### src/hw/rtl/sha256_block_hash_core_defines.svh
// Assertion macros shared by the SHA-256 hash core RTL.
// Define NO_ASSERTIONS to compile every check away; no other dependencies.
`ifndef SHA256_BLOCK_HASH_CORE_DEFINES_SVH
`define SHA256_BLOCK_HASH_CORE_DEFINES_SVH

`ifndef NO_ASSERTIONS

// Same-cycle implication, disabled during reset.
`define SHA_ASSERT_SAME(label, clk, rst, ante, cons, msg) \
   label: assert property (@(posedge clk) disable iff (rst) (ante) |-> (cons)) \
      else $error(msg);

// Next-cycle implication, disabled during reset.
`define SHA_ASSERT_NEXT(label, clk, rst, ante, cons, msg) \
   label: assert property (@(posedge clk) disable iff (rst) (ante) |=> (cons)) \
      else $error(msg);

`else

`define SHA_ASSERT_SAME(label, clk, rst, ante, cons, msg)
`define SHA_ASSERT_NEXT(label, clk, rst, ante, cons, msg)

`endif

`endif

### src/hw/rtl/sha256bh_pkg.sv
// Shared types, constants and sigma functions of the SHA-256 hash core.
// Used by every RTL module of the core; depends on nothing.
`default_nettype none

package sha256bh_pkg;

   localparam int unsigned WordWidth   = 32;
   localparam int unsigned BlockWords  = 16;
   localparam int unsigned NumRounds   = 64;
   localparam int unsigned DigestWords = 8;

   typedef logic [WordWidth-1:0] word_type;

   typedef struct packed {
      logic [31:0] message_word;
      logic        final_word;
   } req_payload_type;

   typedef struct packed {
      logic [31:0] digest_word;
      logic [2:0]  digest_index;
      logic        digest_last;
   } rsp_payload_type;

   // Control from the sequencer to the schedule window and the round unit.
   typedef struct packed {
      logic shift_word;   // take a message word into the window
      logic expand;       // advance the window by one expanded word
      logic load_vars;    // copy the chaining value into a..h
      logic round_step;   // run one compression round
   } ctrl_type;

   localparam word_type InitHash [DigestWords] = '{
      32'h6a09e667, 32'hbb67ae85, 32'h3c6ef372, 32'ha54ff53a,
      32'h510e527f, 32'h9b05688c, 32'h1f83d9ab, 32'h5be0cd19
   };

   localparam word_type RoundK [NumRounds] = '{
      32'h428a2f98, 32'h71374491, 32'hb5c0fbcf, 32'he9b5dba5,
      32'h3956c25b, 32'h59f111f1, 32'h923f82a4, 32'hab1c5ed5,
      32'hd807aa98, 32'h12835b01, 32'h243185be, 32'h550c7dc3,
      32'h72be5d74, 32'h80deb1fe, 32'h9bdc06a7, 32'hc19bf174,
      32'he49b69c1, 32'hefbe4786, 32'h0fc19dc6, 32'h240ca1cc,
      32'h2de92c6f, 32'h4a7484aa, 32'h5cb0a9dc, 32'h76f988da,
      32'h983e5152, 32'ha831c66d, 32'hb00327c8, 32'hbf597fc7,
      32'hc6e00bf3, 32'hd5a79147, 32'h06ca6351, 32'h14292967,
      32'h27b70a85, 32'h2e1b2138, 32'h4d2c6dfc, 32'h53380d13,
      32'h650a7354, 32'h766a0abb, 32'h81c2c92e, 32'h92722c85,
      32'ha2bfe8a1, 32'ha81a664b, 32'hc24b8b70, 32'hc76c51a3,
      32'hd192e819, 32'hd6990624, 32'hf40e3585, 32'h106aa070,
      32'h19a4c116, 32'h1e376c08, 32'h2748774c, 32'h34b0bcb5,
      32'h391c0cb3, 32'h4ed8aa4a, 32'h5b9cca4f, 32'h682e6ff3,
      32'h748f82ee, 32'h78a5636f, 32'h84c87814, 32'h8cc70208,
      32'h90befffa, 32'ha4506ceb, 32'hbef9a3f7, 32'hc67178f2
   };

   function automatic word_type big_sigma0(input word_type x);
      return {x[1:0], x[31:2]} ^ {x[12:0], x[31:13]} ^ {x[21:0], x[31:22]};
   endfunction

   function automatic word_type big_sigma1(input word_type x);
      return {x[5:0], x[31:6]} ^ {x[10:0], x[31:11]} ^ {x[24:0], x[31:25]};
   endfunction

   function automatic word_type small_sigma0(input word_type x);
      return {x[6:0], x[31:7]} ^ {x[17:0], x[31:18]} ^ {3'b000, x[31:3]};
   endfunction

   function automatic word_type small_sigma1(input word_type x);
      return {x[16:0], x[31:17]} ^ {x[18:0], x[31:19]} ^ {10'b0, x[31:10]};
   endfunction

endpackage

`default_nettype wire

### src/hw/rtl/sha256bh_sched.sv
// Message schedule window: a 16-word shift line that takes message words
// and then expands W[t+16] each round. Depends on sha256bh_pkg.
`default_nettype none

module sha256bh_sched
   import sha256bh_pkg::*;
(
   input  wire logic     clock,
   input  wire ctrl_type ctrl,
   input  wire word_type word_in,
   output      word_type w_out
);

   word_type window_ff [BlockWords];
   word_type window_in [BlockWords];
   word_type expanded;

   // Window holds W[t] .. W[t+15] at places 0 .. 15.
   assign expanded = small_sigma1(window_ff[14]) + window_ff[9]
                   + small_sigma0(window_ff[1]) + window_ff[0];

   always_comb begin
      for (int i = 0; i < BlockWords - 1; i++) begin
         window_in[i] = (ctrl.shift_word || ctrl.expand) ? window_ff[i+1] : window_ff[i];
      end
      priority if (ctrl.shift_word) begin
         window_in[BlockWords-1] = word_in;
      end else if (ctrl.expand) begin
         window_in[BlockWords-1] = expanded;
      end else begin
         window_in[BlockWords-1] = window_ff[BlockWords-1];
      end
   end

   always_ff @(posedge clock) begin
      window_ff <= window_in;
   end

   assign w_out = window_ff[0];

endmodule

`default_nettype wire

### src/hw/rtl/sha256bh_round.sv
// Compression round unit: working variables a..h and one SHA-256 round
// per step. Depends on sha256bh_pkg.
`default_nettype none

module sha256bh_round
   import sha256bh_pkg::*;
(
   input  wire logic     clock,
   input  wire ctrl_type ctrl,
   input  wire word_type chain_value [DigestWords],
   input  wire word_type w_t,
   input  wire word_type k_t,
   output      word_type vars [DigestWords]
);

   word_type vars_ff [DigestWords];
   word_type vars_in [DigestWords];
   word_type t1;
   word_type t2;

   assign t1 = vars_ff[7] + big_sigma1(vars_ff[4])
             + ((vars_ff[4] & vars_ff[5]) ^ (~vars_ff[4] & vars_ff[6])) + k_t + w_t;
   assign t2 = big_sigma0(vars_ff[0])
             + ((vars_ff[0] & vars_ff[1]) ^ (vars_ff[0] & vars_ff[2])
               ^ (vars_ff[1] & vars_ff[2]));

   always_comb begin
      priority if (ctrl.load_vars) begin
         vars_in = chain_value;
      end else if (ctrl.round_step) begin
         vars_in[7] = vars_ff[6];
         vars_in[6] = vars_ff[5];
         vars_in[5] = vars_ff[4];
         vars_in[4] = vars_ff[3] + t1;
         vars_in[3] = vars_ff[2];
         vars_in[2] = vars_ff[1];
         vars_in[1] = vars_ff[0];
         vars_in[0] = t1 + t2;
      end else begin
         vars_in = vars_ff;
      end
   end

   always_ff @(posedge clock) begin
      vars_ff <= vars_in;
   end

   assign vars = vars_ff;

endmodule

`default_nettype wire

### src/hw/rtl/sha256_block_hash_core.sv
// SHA-256 block hash core. Feed a message that software has already padded
// to the standard SHA-256 layout, one big-endian 32-bit word per request,
// with final_word set on the last word of the last block (the mark counts
// only on the sixteenth word of a block). The core takes one word per cycle
// while it collects a block; after the sixteenth word it stalls requests
// through 64 compression rounds, one per cycle on a single shared round
// unit, and through the step that adds the result into the chaining value.
// When the final block is done, the digest leaves as eight responses, most
// significant word first, one per cycle unless the receiver stalls;
// requests stay stalled until the eighth is taken, and the chaining value
// then returns to the standard initial hash.
// Depends on sha256bh_pkg, sha256bh_sched, sha256bh_round and the defines header.
`default_nettype none
`include "sha256_block_hash_core_defines.svh"

module sha256_block_hash_core
   import sha256bh_pkg::*;
(
   input  wire logic            clock,
   input  wire logic            reset,

   input  wire logic            req_valid,
   output      logic            req_stall,
   input  wire req_payload_type req_payload,

   output      logic            rsp_valid,
   input  wire logic            rsp_stall,
   output      rsp_payload_type rsp_payload
);

   typedef enum logic [1:0] {
      ST_COLLECT,   // take message words
      ST_ROUND,     // run the 64 rounds
      ST_ADD,       // fold a..h into the chaining value
      ST_DIGEST     // hand out the eight digest words
   } state_type;

   state_type   state_ff, state_in;
   logic [3:0]  pos_ff, pos_in;
   logic [5:0]  round_ff, round_in;
   logic [2:0]  idx_ff, idx_in;
   logic        final_ff, final_in;
   word_type    chain_ff [DigestWords];
   word_type    chain_in [DigestWords];

   word_type    vars [DigestWords];
   word_type    w_t;
   ctrl_type    ctrl;
   logic        req_accept;
   logic        rsp_accept;
   logic        block_end;
   logic        digest_done;

   assign req_stall   = (state_ff != ST_COLLECT);
   assign req_accept  = req_valid && !req_stall;
   assign rsp_valid   = (state_ff == ST_DIGEST);
   assign rsp_accept  = rsp_valid && !rsp_stall;
   assign block_end   = req_accept && (pos_ff == 4'(BlockWords - 1));
   assign digest_done = rsp_accept && (idx_ff == 3'(DigestWords - 1));

   // Window shifts on each word and keeps expanding through the rounds;
   // a..h load from the chaining value as the block's last word arrives.
   always_comb begin
      ctrl.shift_word = req_accept;
      ctrl.expand     = (state_ff == ST_ROUND);
      ctrl.load_vars  = block_end;
      ctrl.round_step = (state_ff == ST_ROUND);
   end

   sha256bh_sched u_sched (
      .clock   (clock),
      .ctrl    (ctrl),
      .word_in (req_payload.message_word),
      .w_out   (w_t)
   );

   sha256bh_round u_round (
      .clock       (clock),
      .ctrl        (ctrl),
      .chain_value (chain_ff),
      .w_t         (w_t),
      .k_t         (RoundK[round_ff]),
      .vars        (vars)
   );

   // Digest word comes straight from the chaining registers, which hold
   // still while a response waits.
   assign rsp_payload.digest_word  = chain_ff[idx_ff];
   assign rsp_payload.digest_index = idx_ff;
   assign rsp_payload.digest_last  = (idx_ff == 3'(DigestWords - 1));

   always_comb begin
      state_in = state_ff;
      pos_in   = pos_ff;
      round_in = round_ff;
      idx_in   = idx_ff;
      final_in = final_ff;
      chain_in = chain_ff;
      unique case (state_ff)
         ST_COLLECT: begin
            if (req_accept) begin
               pos_in = pos_ff + 4'd1;
            end
            if (block_end) begin
               // Latch the final mark only on the block's last word.
               final_in = req_payload.final_word;
               round_in = '0;
               state_in = ST_ROUND;
            end
         end
         ST_ROUND: begin
            round_in = round_ff + 6'd1;
            if (round_ff == 6'(NumRounds - 1)) begin
               state_in = ST_ADD;
            end
         end
         ST_ADD: begin
            for (int i = 0; i < DigestWords; i++) begin
               chain_in[i] = chain_ff[i] + vars[i];
            end
            idx_in   = '0;
            state_in = final_ff ? ST_DIGEST : ST_COLLECT;
         end
         ST_DIGEST: begin
            if (rsp_accept) begin
               idx_in = idx_ff + 3'd1;
            end
            if (digest_done) begin
               // Restart the chain for the next message.
               chain_in = InitHash;
               state_in = ST_COLLECT;
            end
         end
         default: begin
            state_in = ST_COLLECT;
         end
      endcase
   end

   always_ff @(posedge clock) begin
      if (reset) begin
         state_ff <= ST_COLLECT;
         pos_ff   <= '0;
         round_ff <= '0;
         idx_ff   <= '0;
         final_ff <= 1'b0;
         chain_ff <= InitHash;
      end else begin
         state_ff <= state_in;
         pos_ff   <= pos_in;
         round_ff <= round_in;
         idx_ff   <= idx_in;
         final_ff <= final_in;
         chain_ff <= chain_in;
      end
   end

   `SHA_ASSERT_SAME(a_no_req_during_digest, clock, reset, rsp_valid, req_stall, "request taken while digest pending")
   `SHA_ASSERT_NEXT(a_block_starts_rounds, clock, reset, block_end, (state_ff == ST_ROUND) && (round_ff == 6'd0), "block end did not start rounds")
   `SHA_ASSERT_NEXT(a_rounds_end_in_add, clock, reset, (state_ff == ST_ROUND) && (round_ff == 6'(NumRounds - 1)), state_ff == ST_ADD, "round count overran")
   `SHA_ASSERT_NEXT(a_mid_message_no_rsp, clock, reset, (state_ff == ST_ADD) && !final_ff, !rsp_valid && !req_stall, "non-final block produced output")
   `SHA_ASSERT_NEXT(a_chain_restart, clock, reset, digest_done, !req_stall && (chain_ff[0] == InitHash[0]), "chain not restarted after digest")

endmodule

`default_nettype wire
### config.mk
export PLATFORM = sky130hd
export DESIGN_NAME = sha256_block_hash_core
export DESIGN_NICKNAME = d
export VERILOG_FILES = /design/src/hw/rtl/sha256bh_pkg.sv /design/src/hw/rtl/sha256bh_sched.sv /design/src/hw/rtl/sha256bh_round.sv /design/src/hw/rtl/sha256_block_hash_core.sv
export VERILOG_INCLUDE_DIRS = /design/src /design/src/hw/rtl
export SDC_FILE = /design/constraint.sdc
export NUM_CORES = 2
export LEC_CHECK = 0
export ABC_AREA = 1
export BUFFER_PORTS_ARGS = -buffer_cell sky130_fd_sc_hd__clkbuf_2
export CAP_MARGIN = 40
export CORE_ASPECT_RATIO = 1.75
export CORE_MARGIN = 3
export CORE_UTILIZATION = 46
export CTS_CLUSTER_SIZE = 16
export DETAILED_ROUTE_END_ITERATION = 7
export SKIP_LAST_GASP = 1
export SLEW_MARGIN = 30
export SYNTH_ARGS = -nofsm -noshare
export SYNTH_HDL_FRONTEND = slang
export SYNTH_SLANG_ARGS = --single-unit
### constraint.sdc
create_clock -name clock -period 16.44 [get_ports clock]
set_input_delay 1.644 -clock clock [delete_from_list [all_inputs] [get_ports clock]]
set_output_delay 1.644 -clock clock [all_outputs]
set_load 0.1 [all_outputs]
Word-level counts from Yosys, hierarchy flattened
Memory sizes are Yosys's and may differ from the RTL's.
Cells that the tools add are included.
{"block": "op_classes", "add_sub_neg": 21, "order_cmp": 2, "n_eq_ne": 10, "mux": 20, "bitwise_logic": 19, "reduce_logical": 19}
{"operator": "256-bit 2-to-1 mux", "n": 3}
{"operator": "32-bit adder", "n": 18}
{"operator": "256-bit case mux with 2 select lines", "n": 1}
{"operator": "32-bit bitwise XOR", "n": 9}
{"operator": "32-bit 2-to-1 mux", "n": 6}
{"operator": "32-bit AND", "n": 5}
{"operator": "32-bit binary-select mux with 3-bit select", "n": 1}
{"operator": "32-bit NOT", "n": 1}
{"operator": "32-bit by 22-bit bitwise XOR with 32-bit output", "n": 1}
{"operator": "32-bit by 29-bit bitwise XOR with 32-bit output", "n": 1}
{"operator": "6-bit case mux with 2 select lines", "n": 1}
{"operator": "2-bit AND reduction", "n": 5}
{"operator": "2-bit nonzero test", "n": 5}
{"operator": "2-bit 2-to-1 mux", "n": 4}
{"operator": "2-bit case mux with 4 select lines", "n": 1}
{"operator": "7-bit >= comparator, second input constant", "n": 1}
{"operator": "6-bit NOT with 7-bit output", "n": 1}
{"operator": "6-bit by 1-bit adder with 6-bit output, second input constant", "n": 1}
{"operator": "6-bit equality test, second input constant", "n": 1}
{"operator": "6-bit 2-to-1 mux", "n": 1}
{"operator": "3-bit case mux with 2 select lines", "n": 1}
{"operator": "4-bit by 1-bit adder with 4-bit output, second input constant", "n": 1}
{"operator": "2-bit equality test, second input constant", "n": 2}
{"operator": "4-bit equality test, second input constant", "n": 1}
{"operator": "other kinds (13)", "n": 19}
{"block": "totals", "ff_bits": 1040, "rom_bits": 2048, "out_inout_bits": 38, "wordCells": 129, "n_memories": 1}
{"name": "(no name shown)", "depth": 64, "width": 32, "rd": 1, "rd_clocked_by_memory_dff": 0, "wr": 0, "line": "sha256_block_hash_core.sv:82", "source": ".k_t (RoundK[round_ff]),"}

Depth between registers and ports, before layout
{"block": "logic_depth", "depth_word": 9, "depth_mapped": 41, "depth_no_buf": 40}

Cells and area by module
Synthesis repeated with hierarchy kept, for this count alone.
{"block": "hier_totals", "cells_unflattened": 10376, "hier_area_um2": 76021.7}
{"mod": "sha256_block_hash_core", "n_inst": 1, "cells_per_inst": 6182, "area_per_inst_um2": 33039.2, "seq_area_each_um2": 5445.2}
{"mod": "sha256bh_round", "n_inst": 1, "cells_per_inst": 2752, "area_per_inst_um2": 21866.0, "seq_area_each_um2": 7687.4}
{"mod": "sha256bh_sched", "n_inst": 1, "cells_per_inst": 1442, "area_per_inst_um2": 21116.5, "seq_area_each_um2": 15374.7}

Worst setup path after synthesis
No wires, ideal clock.
{"block": "synth_path", "path_type": "input to register", "startpoint": "input req_valid", "endpoint": "register u_sched.window_ff, in the netlist u_sched.w_out[0] (enable)", "setup_time_ps": 3657, "arrival_ps": 10677, "required_time_ps": 12783, "path_slack_ps": 2106, "stages": 4, "path_cell_list": "nand2_1 > clkbuf_1 > buf_1 > nand2_1"}
{"block": "synth_between", "elab_chain_len": 2}
{"item": "from (decl)", "line": "sha256_block_hash_core.sv:22", "source": "input wire logic req_valid,"}
{"item": "1-bit logical AND", "line": "sha256_block_hash_core.sv:55", "source": "assign req_accept = req_valid && !req_stall;"}
{"item": "1-bit logical OR", "line": "sha256bh_sched.sv:24", "source": "window_in[i] = (ctrl.shift_word || ctrl.expand) ? window_ff[i+1] : window_ff[i];"}
{"item": "to (signal assigned)", "line": "sha256bh_sched.sv:36", "source": "window_ff <= window_in;"}
{"item": "to (decl)", "line": "sha256bh_sched.sv:14", "source": "word_type window_ff [BlockWords];"}
Every way passes these cells.
A chain may end at the register's enable or synchronous reset.

==> impl_metrics.py <==
metrics = {
    "run_status": {
        "outcome": "complete, but fails checks",
        "violations": "DRC",
    },
    "global_route": {
        "grt_pass1_wl_um": 511000,
        "first_global_vias": 66200,
        "grtUsageTotal": 0.464,
        "grt_overflow": 0,
        "grt_max_degree": 214,
        "antenna_found_initial": 57,
    },
    "worst_hold_path": {
        "holdPathStages": 0,
        "timing.hold.worst.class": "flop to flop",
        "worstHoldStart": "u_sched.window_ff[334]",
        "min_to": "u_sched.window_ff[366]",
    },
    "floorplanning": {
        "coreArea_sq_um": 153000,
        "die_w_um": 303,
        "start_util": 0.463,
        "num_io_pins": 75,
        "die_area_sq_um": 159000,
        "rows": 190,
        "die_h_um": 526,
    },
    "critical_path": {
        "path_common_cell": "inv_1",
        "max_stage_delay_ns": 0.75,
        "crit_fanout": 12,
        "worstSetupPathType": "flop to flop",
        "reg2reg_slack_ns": 7.18,
        "cp_slowest_cell": "xor2_1",
        "cp-end-kind": "flop",
        "worstReg2RegEnd": "u_round.vars[250]",
        "worstPathArrival_ns": 9.74,
        "cp.required_ns": 16.92,
        "worstSetupStartpointType": "flop",
        "reg2reg_depth": 31,
        "timing.rr.start": "round_ff[1]",
    },
    "finish": {
        "fin_util": 0.508,
        "final_common_cell": "nand2_1",
        "drive_gt1_frac": 0.0613,
        "finalInstanceArea_sq_um": 77800,
        "final_cell_mix": "1807 x nand2_1, 1110 x inv_1, 869 x o21ai_0",
        "nets": 9311,
        "area_delta_synth_final_pct": 9.56,
        "fillers": 15000,
    },
    "cts": {
        "htree_levels": 3,
        "post_cts_buffers": 0,
        "clockBufferDepth": 3,
        "cts.sinks": 1040,
        "cts_tree": "done",
        "clk_latency_ns": 0.82,
        "numCtsBuffers": 101,
        "cts-hold-fix-buffers": 0,
        "clkTransAtPathRegs_ns": 0.07,
        "cts_root_buf": "clkbuf_16",
        "post_cts_resized": 0,
    },
    "drt": {
        "post_drt_wl_per_cell_um": 34.1,
        "postRouteAntennaNets": 0,
        "route.detailed.drc": 21,
        "num_vias": 67800,
        "drt_iter0_markers": 8122,
        "wl_um": 369000,
        "vias_per_cell": 6.27,
        "dr.pass1.iters": 8,
    },
    "timing": {
        "slew_violations": 0,
        "finalCritPeriodShare": 0.563,
        "max_freq_mhz": 108,
        "fin_worst_skew_ns": 0.0949,
        "relSlewSlack": 0.271,
        "hold_viol": 0,
        "setup_viol": 0,
        "period_needed_ns": 9.26,
        "finalSetupTns_ns": 0,
        "tightest_slew_ns": 1.09,
        "rsz0062_at_grt": "false",
    },
    "synth": {
        "ys_ff_latch": 1040,
        "yosysSeqAreaShare": 0.401,
        "synth_nets": 9312,
        "synth_edf_count": 768,
        "ys.flop_type": "edfxtp_1",
        "syn_avg_cell_area_sq_um": 8.19,
        "netlist_area_sq_um": 71000,
        "ys_warn_count": 0,
        "syn_inst": 8678,
        "synth_cell_types": 72,
        "async_flop_share": 0,
    },
    "job": {
        "drv_cap": 0,
    },
    "placement": {
        "hpwl_um": 283000,
        "place_congestion": 1.10,
        "placed_area_sq_um": 73600,
        "io_buffers": 74,
    },
}
-- cell families (layout without fill, tap and decap cells) --
group,Yosys count,after routing,share of synthesized area
AOI/OAI and AO/OA,2165,2165,0.169
xor gates and xnor gates,338,338,0.0417
adders and majority gates,611,611,0.128
buffers and inverters,1429,1511,0.0774
DFF,1040,1040,0.401
other,0,37,0
and+or+nand+nor,3095,3095,0.183
-- sequential cells by signal (all words and copies together) (netlist names) --
register and count:
chain_ff 256, final_ff 1, idx_ff 3, pos_ff 4, round_ff 6, state_ff 2
u_round.vars 256, u_sched.w_out 32, u_sched.window_ff 480
-- Yosys cell counts, drive strengths merged, types with 5 or more instances --
library cell | instances | share of area
nor4 | 13 | 0.0014
edfxtp | 768 | 0.32
fa | 195 | 0.055
maj3 | 14 | 0.0020
a21o | 51 | 0.0054
xnor2 | 150 | 0.018
dfxtp | 272 | 0.077
inv | 1128 | 0.060
a31oi | 93 | 0.0083
a211oi | 10 | 0.0011
o21ai | 943 | 0.068
o311ai | 5 | 0.00062
xor2 | 188 | 0.023
clkbuf | 204 | 0.011
a21oi | 808 | 0.058
and3 | 5 | 0.00044
nor2 | 559 | 0.030
a22oi | 6 | 0.00063
or2 | 50 | 0.0044
o21a | 34 | 0.0036
o21bai | 49 | 0.0055
nand2 | 1829 | 0.097
o221ai | 16 | 0.0020
nand4 | 71 | 0.0063
a21boi | 28 | 0.0031
nand3 | 449 | 0.032
nand3b | 34 | 0.0036
ha | 402 | 0.071
o31ai | 9 | 0.00095
nor3 | 77 | 0.0060
o22ai | 15 | 0.0013
nor3b | 5 | 0.00074
buf | 96 | 0.0070
o211ai | 72 | 0.0077
-- layout make-up --
class                   instances  area (sq um)  share of cell area
multi-input cells            6209         37200               0.478
inverters                    1129          4260              0.0547
flip-flops and latches       1040         28500               0.366
repair buffers                196          1610              0.0206
well taps                    2016          2520              0.0324
clock buffers                 118          2630              0.0338
diodes                         37          92.6             0.00119
clock inverters                68          1020              0.0132
-- per-stage QoR --
stage                     worst slack (ns)  hold WS, ns  cells
after CTS                             7.70        0.372  10700
after detailed placement              7.75        0.405  10600
after global placement                7.67        0.400  10500
after floorplan                       2.11        0.400   8678
after global routing                  6.90        0.378  10800
final                                 7.18        0.372  10800
-- worst max path at each step --
stage	start	endpoint	slack (ns)	depth (start not counted)
after floorplan	req_valid	u_sched.w_out[0]	2.11	4
after global placement	round_ff[1]	u_round.vars[250]	7.67	31
after detailed placement	round_ff[1]	u_round.vars[250]	7.75	31
after CTS	round_ff[1]	u_round.vars[250]	7.70	31
after global routing	round_ff[1]	u_round.vars[250]	6.90	31
final	round_ff[1]	u_round.vars[250]	7.18	31
-- layer usage --
layer  routed length [um]  global-route usage
met5                   93              0.0133
met1               106000               0.415
met3                32800               0.166
met4                57700               0.540
met2               172000               0.747
-- worst max-delay path: cells and delay by family, from the launching register on --
family          cells  cell delay [ns]
fa+ha+maj           6             2.73
xor+xnor            1             0.75
buf+inv             6             0.81
compound gates      6             2.07
simple gates       12             1.89
flops               1             0.67
Power is left out: the tool's default activity adds up to more than one toggle a clock period on the data nets, which glitch-free logic cannot reach.
